==> src/hw/rtl/dual_stepper_pulse_generator_macros.svh <==
// Assertion macros for the dual stepper pulse generator.
// Uses clk and rst_n of the including module; no other dependencies.
`ifndef DUAL_STEPPER_PULSE_GENERATOR_MACROS_SVH
`define DUAL_STEPPER_PULSE_GENERATOR_MACROS_SVH

// Same-cycle implication, disabled while reset is low.
`define DSPG_ASSERT_NOW(label, ante, cons, msg) \
  label: assert property (@(posedge clk) disable iff (!rst_n) (ante) |-> (cons)) \
    else $error(msg);

// Next-cycle implication, disabled while reset is low.
`define DSPG_ASSERT_NEXT(label, ante, cons, msg) \
  label: assert property (@(posedge clk) disable iff (!rst_n) (ante) |=> (cons)) \
    else $error(msg);

`endif

==> src/hw/rtl/dspg_pkg.sv <==
// Shared types and constants for the dual stepper pulse generator.
// No dependencies.
package dspg_pkg;

  localparam int unsigned IvW   = 17;
  localparam int unsigned StepW = 16;
  localparam int unsigned TimeW = 32;
  localparam int unsigned CfgAddrW = 3;
  localparam int unsigned CfgDataW = 17;

  // Command bytes (ASCII)
  localparam logic [7:0] CMD_STOP_ALL     = 8'h73; // s
  localparam logic [7:0] CMD_RUN_ALL      = 8'h77; // w
  localparam logic [7:0] CMD_GUIDE_LEFT   = 8'h61; // a
  localparam logic [7:0] CMD_GUIDE_RIGHT  = 8'h64; // d
  localparam logic [7:0] CMD_GUIDE_ON     = 8'h71; // q
  localparam logic [7:0] CMD_GUIDE_OFF    = 8'h65; // e
  localparam logic [7:0] CMD_GUIDE_FASTER = 8'h70; // p
  localparam logic [7:0] CMD_GUIDE_SLOWER = 8'h6F; // o
  localparam logic [7:0] CMD_WINDER_FASTER = 8'h6C; // l
  localparam logic [7:0] CMD_WINDER_SLOWER = 8'h6B; // k

  // Configuration register indexes
  localparam logic [CfgAddrW-1:0] REG_GUIDE_MIN  = 3'd0;
  localparam logic [CfgAddrW-1:0] REG_GUIDE_MAX  = 3'd1;
  localparam logic [CfgAddrW-1:0] REG_WINDER_MIN = 3'd2;
  localparam logic [CfgAddrW-1:0] REG_WINDER_MAX = 3'd3;
  localparam logic [CfgAddrW-1:0] REG_STEP       = 3'd4;

  // Reset values
  localparam logic [IvW-1:0]   RST_GUIDE_MIN   = 17'd8000;
  localparam logic [IvW-1:0]   RST_GUIDE_MAX   = 17'd80000;
  localparam logic [IvW-1:0]   RST_WINDER_MIN  = 17'd1000;
  localparam logic [IvW-1:0]   RST_WINDER_MAX  = 17'd10000;
  localparam logic [StepW-1:0] RST_STEP        = 16'd100;
  localparam logic [IvW-1:0]   RST_GUIDE_IV    = 17'd25000;
  localparam logic [IvW-1:0]   RST_WINDER_IV   = 17'd8000;

  // Interval adjust request toward one motor
  typedef struct packed {
    logic shorten;
    logic lengthen;
  } adj_req_t;

endpackage

==> src/hw/rtl/dual_stepper_pulse_generator.sv <==
// Top level of the dual stepper pulse generator: command decode, two step timers.
// Depends on dspg_pkg, dspg_interval_adj and dual_stepper_pulse_generator_macros.svh.
//
// Each request carries a microsecond timestamp and an optional command byte; one
// result comes back per request. Throughput is one request per clock while
// out_tready is high: a request is taken into the input register, and in the
// cycle it moves on, the command is decoded, the interval adjusted and both
// timers compared against the timestamp, all written into the result register,
// which drives out_tvalid. The input register refills in the same cycle the
// result register is taken, so a stalled output holds at most two requests
// inside, one in each register. Configuration writes are taken every cycle
// (cfg_ready is always high); indexes above 4 are ignored, and only bits [15:0]
// of cfg_data are used for the step size.
`include "dual_stepper_pulse_generator_macros.svh"

module dual_stepper_pulse_generator (
  input  logic                            clk,
  input  logic                            rst_n,
  // in_tdata: now_us [31:0], rx_byte [39:32]
  input  logic                            in_tvalid,
  output logic                            in_tready,
  input  logic [39:0]                     in_tdata,
  // in_tuser: byte_valid [0]
  input  logic                            in_tuser,
  // out_tdata: guide_enable_pin [0], guide_step_pin [1], guide_dir_pin [2],
  // winder_enable_pin [3], winder_step_pin [4], guide_updated [5],
  // winder_updated [6], zero [7]
  output logic                            out_tvalid,
  input  logic                            out_tready,
  output logic [7:0]                      out_tdata,
  input  logic                            cfg_valid,
  output logic                            cfg_ready,
  input  logic [dspg_pkg::CfgAddrW-1:0]   cfg_addr,
  input  logic [dspg_pkg::CfgDataW-1:0]   cfg_data
);
  import dspg_pkg::*;

  // configuration
  logic [IvW-1:0]   guide_min_r, guide_max_r, winder_min_r, winder_max_r;
  logic [StepW-1:0] step_r;

  // input stage
  logic             s1_valid_r;
  logic [TimeW-1:0] s1_now_r;
  logic [7:0]       s1_byte_r;
  logic             s1_byte_valid_r;
  logic             s1_adv;

  // motor state
  logic [IvW-1:0]   guide_iv_r, winder_iv_r;
  logic [IvW-1:0]   guide_iv_nxt, winder_iv_nxt;
  logic [TimeW-1:0] guide_last_r, winder_last_r;
  logic             guide_en_req_r, guide_en_req_nxt;
  logic             winder_en_req_r, winder_en_req_nxt;
  logic             guide_dir_req_r, guide_dir_req_nxt;
  logic             guide_level_r, winder_level_r;
  logic             guide_en_lat_r, guide_dir_lat_r, winder_en_lat_r;
  adj_req_t         guide_adj, winder_adj;
  logic             guide_hit, winder_hit;

  // result stage
  logic             out_valid_r;
  logic [7:0]       out_data_r;
  logic [7:0]       out_data_nxt;

  assign cfg_ready  = 1'b1;
  assign s1_adv     = s1_valid_r && (!out_valid_r || out_tready);
  assign in_tready  = !s1_valid_r || s1_adv;
  assign out_tvalid = out_valid_r;
  assign out_tdata  = out_data_r;

  always_ff @(posedge clk) begin
    if (!rst_n) begin
      guide_min_r  <= RST_GUIDE_MIN;
      guide_max_r  <= RST_GUIDE_MAX;
      winder_min_r <= RST_WINDER_MIN;
      winder_max_r <= RST_WINDER_MAX;
      step_r       <= RST_STEP;
    end else if (cfg_valid) begin
      unique case (cfg_addr)
        REG_GUIDE_MIN:  guide_min_r  <= cfg_data;
        REG_GUIDE_MAX:  guide_max_r  <= cfg_data;
        REG_WINDER_MIN: winder_min_r <= cfg_data;
        REG_WINDER_MAX: winder_max_r <= cfg_data;
        REG_STEP:       step_r       <= cfg_data[StepW-1:0];
        default: ;
      endcase
    end
  end

  always_ff @(posedge clk) begin
    if (!rst_n) begin
      s1_valid_r <= 1'b0;
    end else if (in_tready) begin
      s1_valid_r <= in_tvalid;
    end
  end

  always_ff @(posedge clk) begin
    if (in_tready && in_tvalid) begin
      s1_now_r        <= in_tdata[31:0];
      s1_byte_r       <= in_tdata[39:32];
      s1_byte_valid_r <= in_tuser;
    end
  end

  // command decode
  always_comb begin
    guide_en_req_nxt  = guide_en_req_r;
    winder_en_req_nxt = winder_en_req_r;
    guide_dir_req_nxt = guide_dir_req_r;
    guide_adj         = '0;
    winder_adj        = '0;
    if (s1_byte_valid_r) begin
      unique case (s1_byte_r)
        CMD_STOP_ALL: begin
          guide_en_req_nxt  = 1'b1;
          winder_en_req_nxt = 1'b1;
        end
        CMD_RUN_ALL: begin
          guide_en_req_nxt  = 1'b0;
          winder_en_req_nxt = 1'b0;
        end
        CMD_GUIDE_LEFT:    guide_dir_req_nxt  = 1'b1;
        CMD_GUIDE_RIGHT:   guide_dir_req_nxt  = 1'b0;
        CMD_GUIDE_ON:      guide_en_req_nxt   = 1'b0;
        CMD_GUIDE_OFF:     guide_en_req_nxt   = 1'b1;
        CMD_GUIDE_FASTER:  guide_adj.shorten  = 1'b1;
        CMD_GUIDE_SLOWER:  guide_adj.lengthen = 1'b1;
        CMD_WINDER_FASTER: winder_adj.shorten  = 1'b1;
        CMD_WINDER_SLOWER: winder_adj.lengthen = 1'b1;
        default: ;
      endcase
    end
  end

  dspg_interval_adj u_guide_adj (
    .iv     (guide_iv_r),
    .lo     (guide_min_r),
    .hi     (guide_max_r),
    .step   (step_r),
    .req    (guide_adj),
    .iv_nxt (guide_iv_nxt)
  );

  dspg_interval_adj u_winder_adj (
    .iv     (winder_iv_r),
    .lo     (winder_min_r),
    .hi     (winder_max_r),
    .step   (step_r),
    .req    (winder_adj),
    .iv_nxt (winder_iv_nxt)
  );

  // elapsed time wraps modulo 2^32
  assign guide_hit  = (s1_now_r - guide_last_r) >= {{(TimeW-IvW){1'b0}}, guide_iv_nxt};
  assign winder_hit = (s1_now_r - winder_last_r) >= {{(TimeW-IvW){1'b0}}, winder_iv_nxt};

  always_ff @(posedge clk) begin
    if (!rst_n) begin
      guide_iv_r      <= RST_GUIDE_IV;
      winder_iv_r     <= RST_WINDER_IV;
      guide_last_r    <= '0;
      winder_last_r   <= '0;
      guide_en_req_r  <= 1'b1;
      winder_en_req_r <= 1'b1;
      guide_dir_req_r <= 1'b0;
      guide_level_r   <= 1'b0;
      winder_level_r  <= 1'b0;
      guide_en_lat_r  <= 1'b0;
      guide_dir_lat_r <= 1'b0;
      winder_en_lat_r <= 1'b0;
    end else if (s1_adv) begin
      guide_iv_r      <= guide_iv_nxt;
      winder_iv_r     <= winder_iv_nxt;
      guide_en_req_r  <= guide_en_req_nxt;
      winder_en_req_r <= winder_en_req_nxt;
      guide_dir_req_r <= guide_dir_req_nxt;
      if (guide_hit) begin
        guide_last_r    <= s1_now_r;
        guide_level_r   <= !guide_level_r;
        guide_en_lat_r  <= guide_en_req_nxt;
        guide_dir_lat_r <= guide_dir_req_nxt;
      end
      if (winder_hit) begin
        winder_last_r   <= s1_now_r;
        winder_level_r  <= !winder_level_r;
        winder_en_lat_r <= winder_en_req_nxt;
      end
    end
  end

  always_comb begin
    out_data_nxt[0] = guide_hit ? guide_en_req_nxt : guide_en_lat_r;
    out_data_nxt[1] = guide_hit ? !guide_level_r : guide_level_r;
    out_data_nxt[2] = guide_hit ? guide_dir_req_nxt : guide_dir_lat_r;
    out_data_nxt[3] = winder_hit ? winder_en_req_nxt : winder_en_lat_r;
    out_data_nxt[4] = winder_hit ? !winder_level_r : winder_level_r;
    out_data_nxt[5] = guide_hit;
    out_data_nxt[6] = winder_hit;
    out_data_nxt[7] = 1'b0;
  end

  always_ff @(posedge clk) begin
    if (!rst_n) begin
      out_valid_r <= 1'b0;
    end else if (s1_adv) begin
      out_valid_r <= 1'b1;
    end else if (out_tready) begin
      out_valid_r <= 1'b0;
    end
  end

  always_ff @(posedge clk) begin
    if (s1_adv) begin
      out_data_r <= out_data_nxt;
    end
  end

  `DSPG_ASSERT_NEXT(a_adv_gives_result, s1_adv, out_valid_r, "advanced request produced no result")
  `DSPG_ASSERT_NOW(a_stall_only_when_full, !in_tready, s1_valid_r && out_valid_r && !out_tready, "input stalled without a blocked result")
  `DSPG_ASSERT_NEXT(a_guide_restart, s1_adv && guide_hit, guide_last_r == $past(s1_now_r), "guide timer did not restart at the timestamp")
  `DSPG_ASSERT_NEXT(a_guide_toggle, s1_adv && guide_hit, guide_level_r != $past(guide_level_r), "guide step level did not toggle")

endmodule

==> src/hw/rtl/dspg_interval_adj.sv <==
// Interval adjuster (uses dspg_pkg): shortens one motor's half-period by the step
// size if above lo, or lengthens it if below hi; saturates at zero and full width.
module dspg_interval_adj (
  input  logic [dspg_pkg::IvW-1:0]   iv,
  input  logic [dspg_pkg::IvW-1:0]   lo,
  input  logic [dspg_pkg::IvW-1:0]   hi,
  input  logic [dspg_pkg::StepW-1:0] step,
  input  dspg_pkg::adj_req_t         req,
  output logic [dspg_pkg::IvW-1:0]   iv_nxt
);
  import dspg_pkg::*;

  logic [IvW-1:0] step_w;
  logic [IvW:0]   sum;
  logic [IvW-1:0] shortened;
  logic [IvW-1:0] lengthened;

  assign step_w = {{(IvW-StepW){1'b0}}, step};
  assign sum    = {1'b0, iv} + {1'b0, step_w};

  always_comb begin
    shortened = iv;
    if (iv > lo) begin
      shortened = (iv >= step_w) ? (iv - step_w) : '0;
    end
    lengthened = iv;
    if (iv < hi) begin
      // saturate at the top of the register
      lengthened = sum[IvW] ? '1 : sum[IvW-1:0];
    end
    if (req.shorten) begin
      iv_nxt = shortened;
    end else if (req.lengthen) begin
      iv_nxt = lengthened;
    end else begin
      iv_nxt = iv;
    end
  end

endmodule

==> config.mk <==
export PLATFORM = sky130hd
export DESIGN_NAME = dual_stepper_pulse_generator
export DESIGN_NICKNAME = d
export VERILOG_FILES = /design/src/hw/rtl/dspg_pkg.sv /design/src/hw/rtl/dual_stepper_pulse_generator.sv /design/src/hw/rtl/dspg_interval_adj.sv
export VERILOG_INCLUDE_DIRS = /design/src /design/src/hw/rtl
export SDC_FILE = /design/constraint.sdc
export NUM_CORES = 1
export LEC_CHECK = 0
export BUFFER_PORTS_ARGS = -buffer_cell sky130_fd_sc_hd__buf_2
export CAP_MARGIN = 0
export CORE_UTILIZATION = 35
export DETAILED_ROUTE_END_ITERATION = 12
export PLACE_DENSITY = 0.5
export SLEW_MARGIN = 20
export SYNTH_ARGS = -nofsm -noshare
export SYNTH_HDL_FRONTEND = slang
export SYNTH_SLANG_ARGS = --single-unit
==> constraint.sdc <==
create_clock -name clk -period 13.5 [get_ports clk]
set_input_delay 2.7 -clock clk [delete_from_list [all_inputs] [get_ports clk]]
set_output_delay 2.7 -clock clk [all_outputs]
set_load 0.05 [all_outputs]
==> results of run 1 <==
-- cell usage after synthesis (all sizes together) (6+ instances only) --
master  count
nand2     371
a21oi     237
ha        226
inv       202
dfxtp     192
o21ai     121
nor2      111
clkbuf     91
mux2i      72
xnor2      66
nand3      59
a21o       52
o211ai     50
edfxtp     48
nor3       34
nand4      29
nor2b      29
nand2b     27
xor2       24
and3       23
o21bai     23
a31oi      22
buf        22
o21a       21
a211oi     20
or3        16
a211o      14
a22o       14
o31ai      13
a221oi     11
nor4       11
or2        11
a21boi      9
and2        9
o22ai       8
nand3b      7
a221o       6
and4        6
fa          6
o211a       6
o221ai      6
o31a        6
-- worst max-delay path, cell delays in order, from the launching register on --
cell and delay (ns):
dfxtp_1 0.44, inv_1 0.27, fa_1 0.56, a21o_1 0.19, a21oi_1 0.29, o21ai_0 0.22, a31oi_1 0.39, o31ai_1 0.17
a221oi_1 0.33, mux2_2 0.36, o21ai_0 0.19, o21ai_0 0.18, ha_1 0.34, a221o_1 0.32, a211o_1 0.22, or4_1 0.56
a211oi_1 0.28, o2111ai_1 0.20, nor4b_2 0.32, o2111a_1 0.56, nor2_8 0.23, mux2i_1 0.19
-- state kept, by name, summed over array words and instances (netlist names), 7 cells and up --
| signal | count |
|---|---|
| out_tdata | 7 |
| winder_last_r | 32 |
| guide_min_r | 17 |
| guide_last_r | 32 |
| guide_max_r | 17 |
| guide_iv_r | 17 |
| step_r | 16 |
| winder_min_r | 17 |
| winder_max_r | 17 |
| s1_byte_r | 8 |
| s1_now_r | 32 |
| winder_iv_r | 17 |
-- power groups by stage --
| stage | Combinational (mW) | Sequential, mW | Clock (mW) |
|---|---|---|---|
| 6_report | 0.523 | 0.791 | 0.913 |
| 5_1_grt | 0.575 | 0.794 | 0.962 |
| 4_1_cts | 0.516 | 0.792 | 0.936 |
| 3_5_place_dp | 0.513 | 0.807 | 0 |
| 3_3_place_gp | 0.513 | 0.807 | 0 |
| 2_1_floorplan | 0.367 | 0.795 | 0 |
-- kinds of logic (layout without fill, tap and decap cells) --
family | count (synthesis) | in the layout | share of synthesized area (%)
XOR/XNOR | 90 | 90 | 4.10
multiplexers | 75 | 75 | 3.93
other | 2 | 5 | 0.0391
adder cells (fa/ha/maj) | 232 | 232 | 15.3
AO/OA/AOI/OAI | 696 | 696 | 23.9
flip-flops | 240 | 240 | 27.5
AND/OR/NAND/NOR | 763 | 763 | 18.6
buffers and inverters | 316 | 350 | 6.54
-- cells in the final DEF (no fill, tap or decap), types with 7 or more instances in the layout --
cell type	count
o21bai_1	23
nand2_1	371
a21oi_1	235
nor4_1	11
a211oi_1	18
a21o_1	52
a221oi_1	11
or2_2	10
nor2b_1	28
xnor2_1	66
dfxtp_1	192
nor3_1	32
nor2_1	109
and3_1	22
and2_1	7
or3_1	16
buf_4	17
buf_2	73
o22ai_1	8
inv_1	197
ha_1	226
a31oi_1	21
o211ai_1	50
nand4_1	29
nand3_1	59
a211o_1	14
a22o_1	14
o21a_1	21
nand3b_1	7
nand2b_1	26
o31ai_1	13
xor2_1	24
clkbuf_16	32
a21boi_0	8
o21ai_0	112
mux2i_1	72
edfxtp_1	48
-- cell type report --
type / instances / share of cell area, %
antenna: 3 / 0.0354
multi-input combinational: 1858 / 59.8
tap: 696 / 4.10
clock inverter: 16 / 1.08
timing repair buffer: 90 / 2.32
inverter: 203 / 3.59
clock buffer: 41 / 4.17
sequential: 240 / 24.9
-- per-layer routing --
metal  up-vias  GRT usage [%]
li1       8616              -
met1      8495           33.6
met2       562           36.2
met3       103           3.18
met4         0           7.30
met5         -              0
-- path summary, 6_finish.rpt --
| kind | start | end | slack, ns | depth (start not counted) |
|---|---|---|---|---|
| worst min register to register | winder_min_r[10] | winder_min_r[10] | 0.45 | 2 |
| worst max-delay path | step_r[1] | guide_last_r[9] | 6.47 | 21 |
| worst max register to register | step_r[1] | guide_last_r[9] | 6.47 | 21 |
| worst min-delay path | winder_min_r[10] | winder_min_r[10] | 0.45 | 2 |
==> results.tsv, run 1 <==
metric	value	unit
multi-input combinational cell area	12700	µm²
core area	54000	µm²
DP Worst Slack	6.54	ns
design area	21200	µm²
met3 routed wirelength	4.05	mm
Clock Skews	0.0126	ns
IO Pins	77	
Tightest Pin Transition	1.07	ns
yosys warns	0	
CTS tree	done	
RSZ-0062 raised after global routing	false	
Synth cell types	100	
CTS root buffer	clkbuf_16	
Sequential Power Share	35.5	%
Synth top area share	20.0	%
CTS Hold Buffers Added	0	
M1 wire length	32.2	mm
Startpoint Class	flip-flop	
CP required	13.94	ns
Sw Ratio	32.0	%
Syn-to-layout area delta	10.4	%
nets@finish	2722	
synthesized cell area	19200	µm²
DR iter-0 viols	1529	
outcome	finished, final reports clean	
number of flops mapped to enable cells by yosys	48	
Clock Path Buffers	3	
Seq. cell area	5290	µm²
Internal	1.51	mW
Initial Util	35.6	%
highest metal used	met4	
Pins Over Slew Limit	0	
largest net degree at the start of global routing	77	
worst-skew pair later-pin latency	0.59	ns
Post-Route WL	66.8	mm
Clk pwr share	41.0	%
global placer's final weighted congestion	0.965	
crit path DAT	7.47	ns
cell taking the most area after synthesis	dfxtp_1	
Rows	85	
Sink Count	240	
dpl cell area	20100	µm²
Setup Crit Path Kind	flip-flop to flip-flop	
WL per Instance	21.2	µm
Static Leakage	8.58	nW
filler instances	5565	
CTS clk-pin slew, worst paths	0.06	ns
Top FF cell, synth	dfxtp_1	
DR vias/cell	5.65	
Post-Layout Cell Count	3147	
total track usage	23.5	%
minimum clock period	7.03	ns
worst hold slack	0.454	ns
initial antenna violation count	2	
die width	236	µm
layout cells sized above 1	7.92	%
postcts setup bufs	0	
Die H	236	µm
flops & latches, synth	240	
vias in the first global route	17057	
setup TNS	0	ns
DP Wirelength	52.3	mm
register area share after synthesis	27.5	%
final hold violations	0	
post-synth net total	2712	
CP max FO	32	
first-pass GRT wire length	101	mm
Max-Cap Viols	0	
die area	55800	µm²
Mapped Cells	2414	
Max Clk Rate	142	MHz
critical path capture point type	flip-flop	
Area contributors post-synth	dfxtp_1 20%, ha_1 15%, edfxtp_1 7.5%	
fin worst setup slack	6.47	ns
Final ANT Viol Nets	0	
TritonCTS Buffers	31	
Slew HR	27.9	%
met2 wire len	28.6	mm
final setup fails	0	
VDD IR max	0.0895	mV
grt total ovfl	0	
Remaining DRCs	0	
PD cells	105	nW/µm²
via count	17776	
fin crit share	52.1	%
Hold Path Class	flip-flop to flip-flop	
Layout Utilization	39.3	%
CTS resizes	0	
P_sw	0.714	mW
Logic pwr share	23.5	%
port bufs	74	
asr flop ratio synth	0	%
placed insts	3087	
synthesized area per cell	7.96	µm²
drt pass-1 iters	6	
Max H-tree Level	1	
Pwr Total	2.23	mW
(Power assumes the default switching activity.)
==> run 2: changes to the inputs <==
==> constraint.sdc (replaced) <==
create_clock -name clk -period 6.8 [get_ports clk]
set_input_delay 1.36 -clock clk [delete_from_list [all_inputs] [get_ports clk]]
set_output_delay 1.36 -clock clk [all_outputs]
set_load 0.05 [all_outputs]
==> run 2 against run 1 <==
Compared with the run above: highest routed layer unchanged; register-to-register slack got worse by 6.0 ns; largest cell class unchanged; sequential share of layout area barely moved; clock power is 77% higher; fmax grew 11%; global-route usage shrank 0.70 points; utilization about the same; combinational power increased by 97%; critical path type unchanged.
==> results.tsv, run 2 (synthesis results as in run 1) <==
metric	value	unit	change
DR iter-0 viols	1259		-18%
global placer's final weighted congestion	0.921		-4.5%
final setup fails	0		unchanged
final hold violations	0		unchanged
most frequent cells in the layout	371 x nand2_1, 235 x a21oi_1, 226 x ha_1, 197 x inv_1, 192 x dfxtp_1		
Worst R2R Path Depth	22		+4.8%
slowest CP cell	or4_1		
Sequential Power Share	37.2	%	+1.7 points
critical-path cell list	ha_1 -> inv_1 -> fa_1 -> a21o_1 -> a21oi_1 -> o21ai_0 -> a31oi_1 -> o31ai_1 -> a221oi_1 -> mux2_2 -> o21ai_0 -> o21ai_0 -> ha_1 -> a221o_1 -> a211o_1 -> or4_1 -> a211oi_1 -> o2111ai_1 -> nor4b_2 -> o2111a_2 -> nor2_8 -> mux2i_1		
largest net degree at the start of global routing	80		+3.9%
DR vias/cell	5.57		-1.3%
critical path capture point type	flip-flop		
biggest regs	guide_last_r x32, s1_now_r x32, winder_last_r x32		
Startpoint Class	flip-flop		
RSZ-0062 raised after global routing	false		
Final ANT Viol Nets	0		unchanged
Tightest Pin Transition	0.913	ns	-0.162 ns
worst-skew pair later-pin latency	0.60	ns	about the same
Setup Crit Path Kind	flip-flop to flip-flop		
WL per Instance	20.4	µm	-3.7%
CP required	7.24	ns	-6.70 ns
Reg2Reg Setup Slack	0.47	ns	-6.00 ns
Layout Utilization	39.3	%	about the same
port bufs	74		unchanged
Remaining DRCs	0		unchanged
Max Clk Rate	158	MHz	+11%
design area	21200	µm²	about the same
layout cells sized above 1	8.28	%	+0.36 points
outcome	finished, final reports clean		
P_sw	1.37	mW	+92%
Rows	85		unchanged
core area	54000	µm²	unchanged
fin crit share	93.1	%	+41 points
filler instances	5579		+0.25%
Syn-to-layout area delta	10.4	%	about the same
hold path depth	2		unchanged
vias in the first global route	16704		-2.1%
dpl cell area	20200	µm²	+0.49%
most numerous cell on the critical path	o21ai_0		
Static Leakage	8.60	nW	+0.24%
grt total ovfl	0		unchanged
CTS root buffer	clkbuf_16		
Die H	236	µm	unchanged
PD cells	199	nW/µm²	+90%
first-pass GRT wire length	99.0	mm	-2.4%
initial antenna violation count	0		-2
die area	55800	µm²	unchanged
Clk pwr share	38.5	%	-2.5 points
WHS Endpoint	guide_last_r[3]		
CTS Hold Buffers Added	0		unchanged
Critical R2R Launch	step_r[0]		
nets@finish	2738		+0.59%
via count	17606		-0.96%
die width	236	µm	unchanged
Sw Ratio	32.5	%	+0.41 points
Worst setup startpoint	step_r[0]		
ANT cells	0		-3
Internal	2.85	mW	+88%
crit path DAT	6.78	ns	-0.69 ns
VDD IR max	0.201	mV	+130%
Clock Path Buffers	3		unchanged
Clock Skews	0.0131	ns	+0.000478 ns
CTS tree	done		
RR Endpoint	guide_last_r[1]		
Post-Route WL	64.6	mm	-3.3%
Hold Path Class	flip-flop to flip-flop		
Max H-tree Level	1		unchanged
CP max FO	32		unchanged
Sink Count	240		unchanged
Post-Layout Cell Count	3159		+0.38%
TritonCTS Buffers	30		-3.2%
placed insts	3101		+0.45%
Hold Crit Start	guide_last_r[3]		
IO Pins	77		unchanged
Initial Util	35.6	%	unchanged
total track usage	22.8	%	-0.70 points
DP Wirelength	50.3	mm	-3.8%
commonest non-fill, non-tap cell in the layout	nand2_1		
Max-Cap Viols	0		unchanged
minimum clock period	6.33	ns	-0.700 ns
Slew HR	39.1	%	+11 points
CTS clk-pin slew, worst paths	0.06	ns	about the same
drt pass-1 iters	6		unchanged
Pins Over Slew Limit	0		unchanged
slowest cell delay on critical path	0.50	ns	-0.06 ns
Logic pwr share	24.4	%	+0.9 points
setup TNS	0	ns	unchanged
run 2: cell count changes in the layout (fill, tap and decap cells not counted), moves of 2 or more:
| cell | previous run | this run |
|---|---|---|
| diode_2 | 3 | 0 |
| bufinv_16 | 5 | 2 |
| inv_6 | 3 | 1 |
| clkinv_2 | 3 | 5 |
| clkinv_1 | 1 | 4 |
| buf_4 | 17 | 34 |
run 2: area by class of cell:
class / count / area, µm² / area share (%)
inverter: 203 / 762 / 3.59
timing repair buffer: 107 / 621 / 2.93
sequential: 240 / 5290 / 24.9
clock inverter: 15 / 138 / 0.649
multi-input combinational: 1858 / 12700 / 59.8
tap: 696 / 871 / 4.11
clock buffer: 40 / 850 / 4.01
run 2: routing by layer:
metal	track usage (%)	vias to the layer above	share of wire, %
met5	0	-	0
met4	5.98	0	2.3
met3	3.05	80	5.5
met2	36.2	478	44
met1	32.2	8376	48
li1	-	8672	-
run 2: critical path, delay by kind of cell, from the launching register on:
| family | cells | cell delay (ns) |
|---|---|---|
| buf+inv | 1 | 0.06 |
| mux | 2 | 0.57 |
| flops | 1 | 0.45 |
| compound gates | 13 | 3.14 |
| fa+ha+maj | 3 | 0.99 |
| simple gates | 3 | 0.90 |
run 2: power by group through the flow:
| stage | Sequential [mW] | Combinational (mW) | Clock, mW |
|---|---|---|---|
| finish | 1.57 | 1.03 | 1.62 |
| global route | 1.58 | 1.14 | 1.73 |
| CTS | 1.57 | 1.02 | 1.68 |
| detailed placement | 1.60 | 1.01 | 0 |
| global placement | 1.60 | 1.00 | 0 |
| floorplan | 1.58 | 0.728 | 0 |
run 2: worst max path at each step:
stage | end | cells past startpoint
floorplan | guide_last_r[10] | 23
global placement | guide_last_r[6] | 22
detailed placement | guide_last_r[1] | 22
CTS | guide_last_r[19] | 22
global route | guide_last_r[0] | 22
finish | guide_last_r[1] | 22
run 2: timing repair:
item,CTS,global route
buffers inserted,0,3
setup endpoints to repair,0,36
gates resized for setup,0,1
run 2: metrics by stage:
step / hold slack, ns / power (mW) / setup slack [ns]
2_1_floorplan: 0.435 / 2.31 / 1.29
3_3_place_gp: 0.444 / 2.60 / 0.487
3_5_place_dp: 0.447 / 2.61 / 0.324
4_1_cts: 0.455 / 4.26 / 0.294
5_1_grt: 0.468 / 4.44 / 0.0573
6_report: 0.455 / 4.22 / 0.467
==> run 3: changes to the inputs <==
--- a/config.mk
+++ b/config.mk
@@ -8,9 +8,11 @@
 export LEC_CHECK = 0
 export BUFFER_PORTS_ARGS = -buffer_cell sky130_fd_sc_hd__buf_2
 export CAP_MARGIN = 0
+export CELL_PAD_IN_SITES_DETAIL_PLACEMENT = 1
+export CELL_PAD_IN_SITES_GLOBAL_PLACEMENT = 1
 export CORE_UTILIZATION = 35
 export DETAILED_ROUTE_END_ITERATION = 12
-export PLACE_DENSITY = 0.5
+export PLACE_DENSITY = 0.63
 export SLEW_MARGIN = 20
 export SYNTH_ARGS = -nofsm -noshare
 export SYNTH_HDL_FRONTEND = slang
==> constraint.sdc (replaced) <==
create_clock -name clk -period 6.8 [get_ports clk]
set_input_delay 0 -clock clk [delete_from_list [all_inputs] [get_ports clk]]
set_output_delay 0 -clock clk [all_outputs]
set_load 0.05 [all_outputs]
==> run 3 against run 2 <==
Compared with the run above: routed wire length is 7.2% higher; clock skew decreased by 0.0045 ns; utilization is 1.4 points higher; combinational power grew 5%; critical path depth rose by 2; largest cell class unchanged; critical endpoint is now out_tdata[3]; clock power is 6% higher; total power rose by 3.0%; fmax shrank 0.71%; hold slack got worse by 0.40 ns; highest routed layer unchanged; non-clock buffer count is 73 higher; final cell count increased by 2.4%.
==> results.tsv, run 3 (synthesis results as in run 1) <==
metric	value	unit	change
outcome	finished, final reports clean		
dpl cell area	20300	µm²	+0.43%
Startpoint Class	flip-flop		
largest net degree at the start of global routing	90		+13%
nets@finish	2811		+2.7%
first-pass GRT wire length	108	mm	+8.6%
critical path capture point type	flip-flop		
most numerous cell on the critical path	a21oi_1		
commonest non-fill, non-tap cell in the layout	nand2_1		
fin crit share	93.8	%	+0.66 points
RSZ-0062 raised after global routing	false		
PD cells	198	nW/µm²	-0.66%
Die H	236	µm	unchanged
global placer's final weighted congestion	0.927		+0.62%
VDD IR max	0.207	mV	+2.7%
Setup Crit Path Kind	flip-flop to flip-flop		
CTS tree	done		
core area	54000	µm²	unchanged
Worst setup startpoint	step_r[1]		
Rows	85		unchanged
WL per Instance	21.4	µm	+4.7%
Post-Layout Cell Count	3234		+2.4%
Buf/Inv on CP	3		+2
biggest regs	guide_last_r x32, s1_now_r x32, winder_last_r x32		
initial antenna violation count	0		unchanged
crit path DAT	6.71	ns	-0.07 ns
worst-skew pair later-pin latency	0.59	ns	about the same
most frequent cells in the layout	371 x nand2_1, 234 x a21oi_1, 226 x ha_1, 197 x inv_1, 192 x dfxtp_1		
vias in the first global route	18588		+11%
slowest cell delay on critical path	0.43	ns	-0.07 ns
CP required	7.13	ns	-0.11 ns
TritonCTS Buffers	30		unchanged
RR Endpoint	out_tdata[3]		
layout cells sized above 1	8.47	%	+0.19 points
Clock Path Buffers	3		unchanged
CP max FO	17		-47%
worst hold slack	0.0514	ns	-0.403 ns
placed insts	3111		+0.32%
Layout Utilization	40.7	%	+1.4 points
Critical R2R Launch	step_r[1]		
Slew HR	39.5	%	+0.36 points
Critical Path Stages	24		+9.1%
setup TNS	0	ns	unchanged
Remaining DRCs	0		unchanged
die area	55800	µm²	unchanged
Max Clk Rate	157	MHz	-0.71%
DP Wirelength	54.1	mm	+7.5%
Reg2Reg Setup Slack	0.42	ns	-0.05 ns
Syn-to-layout area delta	14.4	%	
Max-Cap Viols	0		unchanged
Initial Util	35.6	%	unchanged
grt total ovfl	0		unchanged
Post-Route WL	69.2	mm	+7.2%
Hold Path Class	primary input to flip-flop		
CTS root buffer	clkbuf_16		
CTS clk-pin slew, worst paths	0.06	ns	about the same
Clock Skews	0.00854	ns	-0.00453 ns
drt pass-1 iters	5		-1
Worst R2R Path Depth	24		+9.1%
slowest CP cell	a31oi_1		
IO Pins	77		unchanged
Final ANT Viol Nets	0		unchanged
CP top delay family	compound AO/OA/AOI/OAI gates		
Sink Count	240		unchanged
via count	18101		+2.8%
Static Leakage	8.94	nW	+4.0%
Pins Over Slew Limit	0		unchanged
end of the critical path	out_tdata[3]		
total track usage	24.5	%	+1.7 points
DR iter-0 viols	927		-26%
final hold violations	0		unchanged
Tightest Pin Transition	0.908	ns	-0.00537 ns
minimum clock period	6.38	ns	+0.0452 ns
DR vias/cell	5.60		+0.43%
Max H-tree Level	1		unchanged
critical-path cell list	inv_1 -> buf_4 -> ha_1 -> nor2b_1 -> o21ai_0 -> a21oi_1 -> o31a_1 -> a31oi_1 -> o21a_1 -> nor2_1 -> buf_4 -> a22o_1 -> a21oi_1 -> ha_1 -> and3_1 -> a221o_1 -> a21oi_1 -> o221ai_1 -> a21oi_1 -> nand4_1 -> nor3_1 -> nand4_1 -> nor3b_2 -> mux2_1		
die width	236	µm	unchanged
design area	22000	µm²	+3.6%
final setup fails	0		unchanged
port bufs	74		unchanged
## run 3: cell count changes in the layout (fill, tap and decap cells not counted)
cell           delta
clkinv_4          -1
clkbuf_8          -2
diode_2           +1
buf_4             +9
buf_12            +1
clkbuf_16         +2
bufinv_16         +1
dlygate4sd3_1    +63
clkbuf_1          +3
a21oi_1           -1
clkinv_1          -2
a21oi_2           +1
## run 3: layout make-up
type / instances / area, µm²
Fill cell: 6488 / 32000
Clock buffer: 43 / 883
Inverter: 203 / 762
Tap cell: 696 / 871
Timing Repair Buffer: 180 / 1340
Clock inverter: 13 / 151
Multi-Input combinational cell: 1858 / 12700
Antenna cell: 1 / 2.50
Sequential cell: 240 / 5290
## run 3: layer usage
layer / track usage [%] / share of wire [%] / up-vias
met2: 39.5 / 45 / 325
met5: 0 / 0 / -
met4: 5.35 / 1.8 / 0
met3: 3.59 / 4.6 / 77
li1: - / - / 8786
met1: 34.2 / 48 / 8913
## run 3: power breakdown
group / internal (mW) / switching, mW / leakage [nW]
Clock: 1.01 / 0.691 / 0.503
Combinational: 0.417 / 0.659 / 6.42
Sequential: 1.51 / 0.0528 / 2.02
## run 3: metrics by stage
step	total power, mW	setup slack [ns]
floorplan	2.31	1.29
global placement	2.60	0.386
detailed placement	2.63	0.223
CTS	4.39	0.207
global route	4.56	0.0970
finish	4.35	0.422
## run 3: repair_timing
item	in CTS	in global routing
hold buffers	63	0
endpoints found under the setup margin	0	39
setup buffers	0	3
gates resized for setup	0	2
endpoints found under the hold margin	138	0
## run 3: how the worst min path moves through the flow
| stage | start | slack, ns | to | depth (start not counted) |
|---|---|---|---|---|
| floorplan | in_tdata[32] | 0.1 | s1_byte_r[0] | 0 |
| global placement | in_tdata[37] | 0.18 | s1_byte_r[5] | 1 |
| detailed placement | in_tdata[11] | 0.18 | s1_now_r[11] | 1 |
| CTS | cfg_addr[0] | 0.02 | guide_max_r[4] | 6 |
| global route | in_tdata[16] | 0.1 | s1_now_r[16] | 2 |
| finish | cfg_addr[0] | 0.05 | guide_max_r[5] | 6 |
## run 3: tightest hold or removal path, stage by stage
cell	delay, ns
buf_2	0.13
nand2_1	0.08
nor2_1	0.04
buf_4	0.20
nand2_1	0.09
a21oi_1	0.05
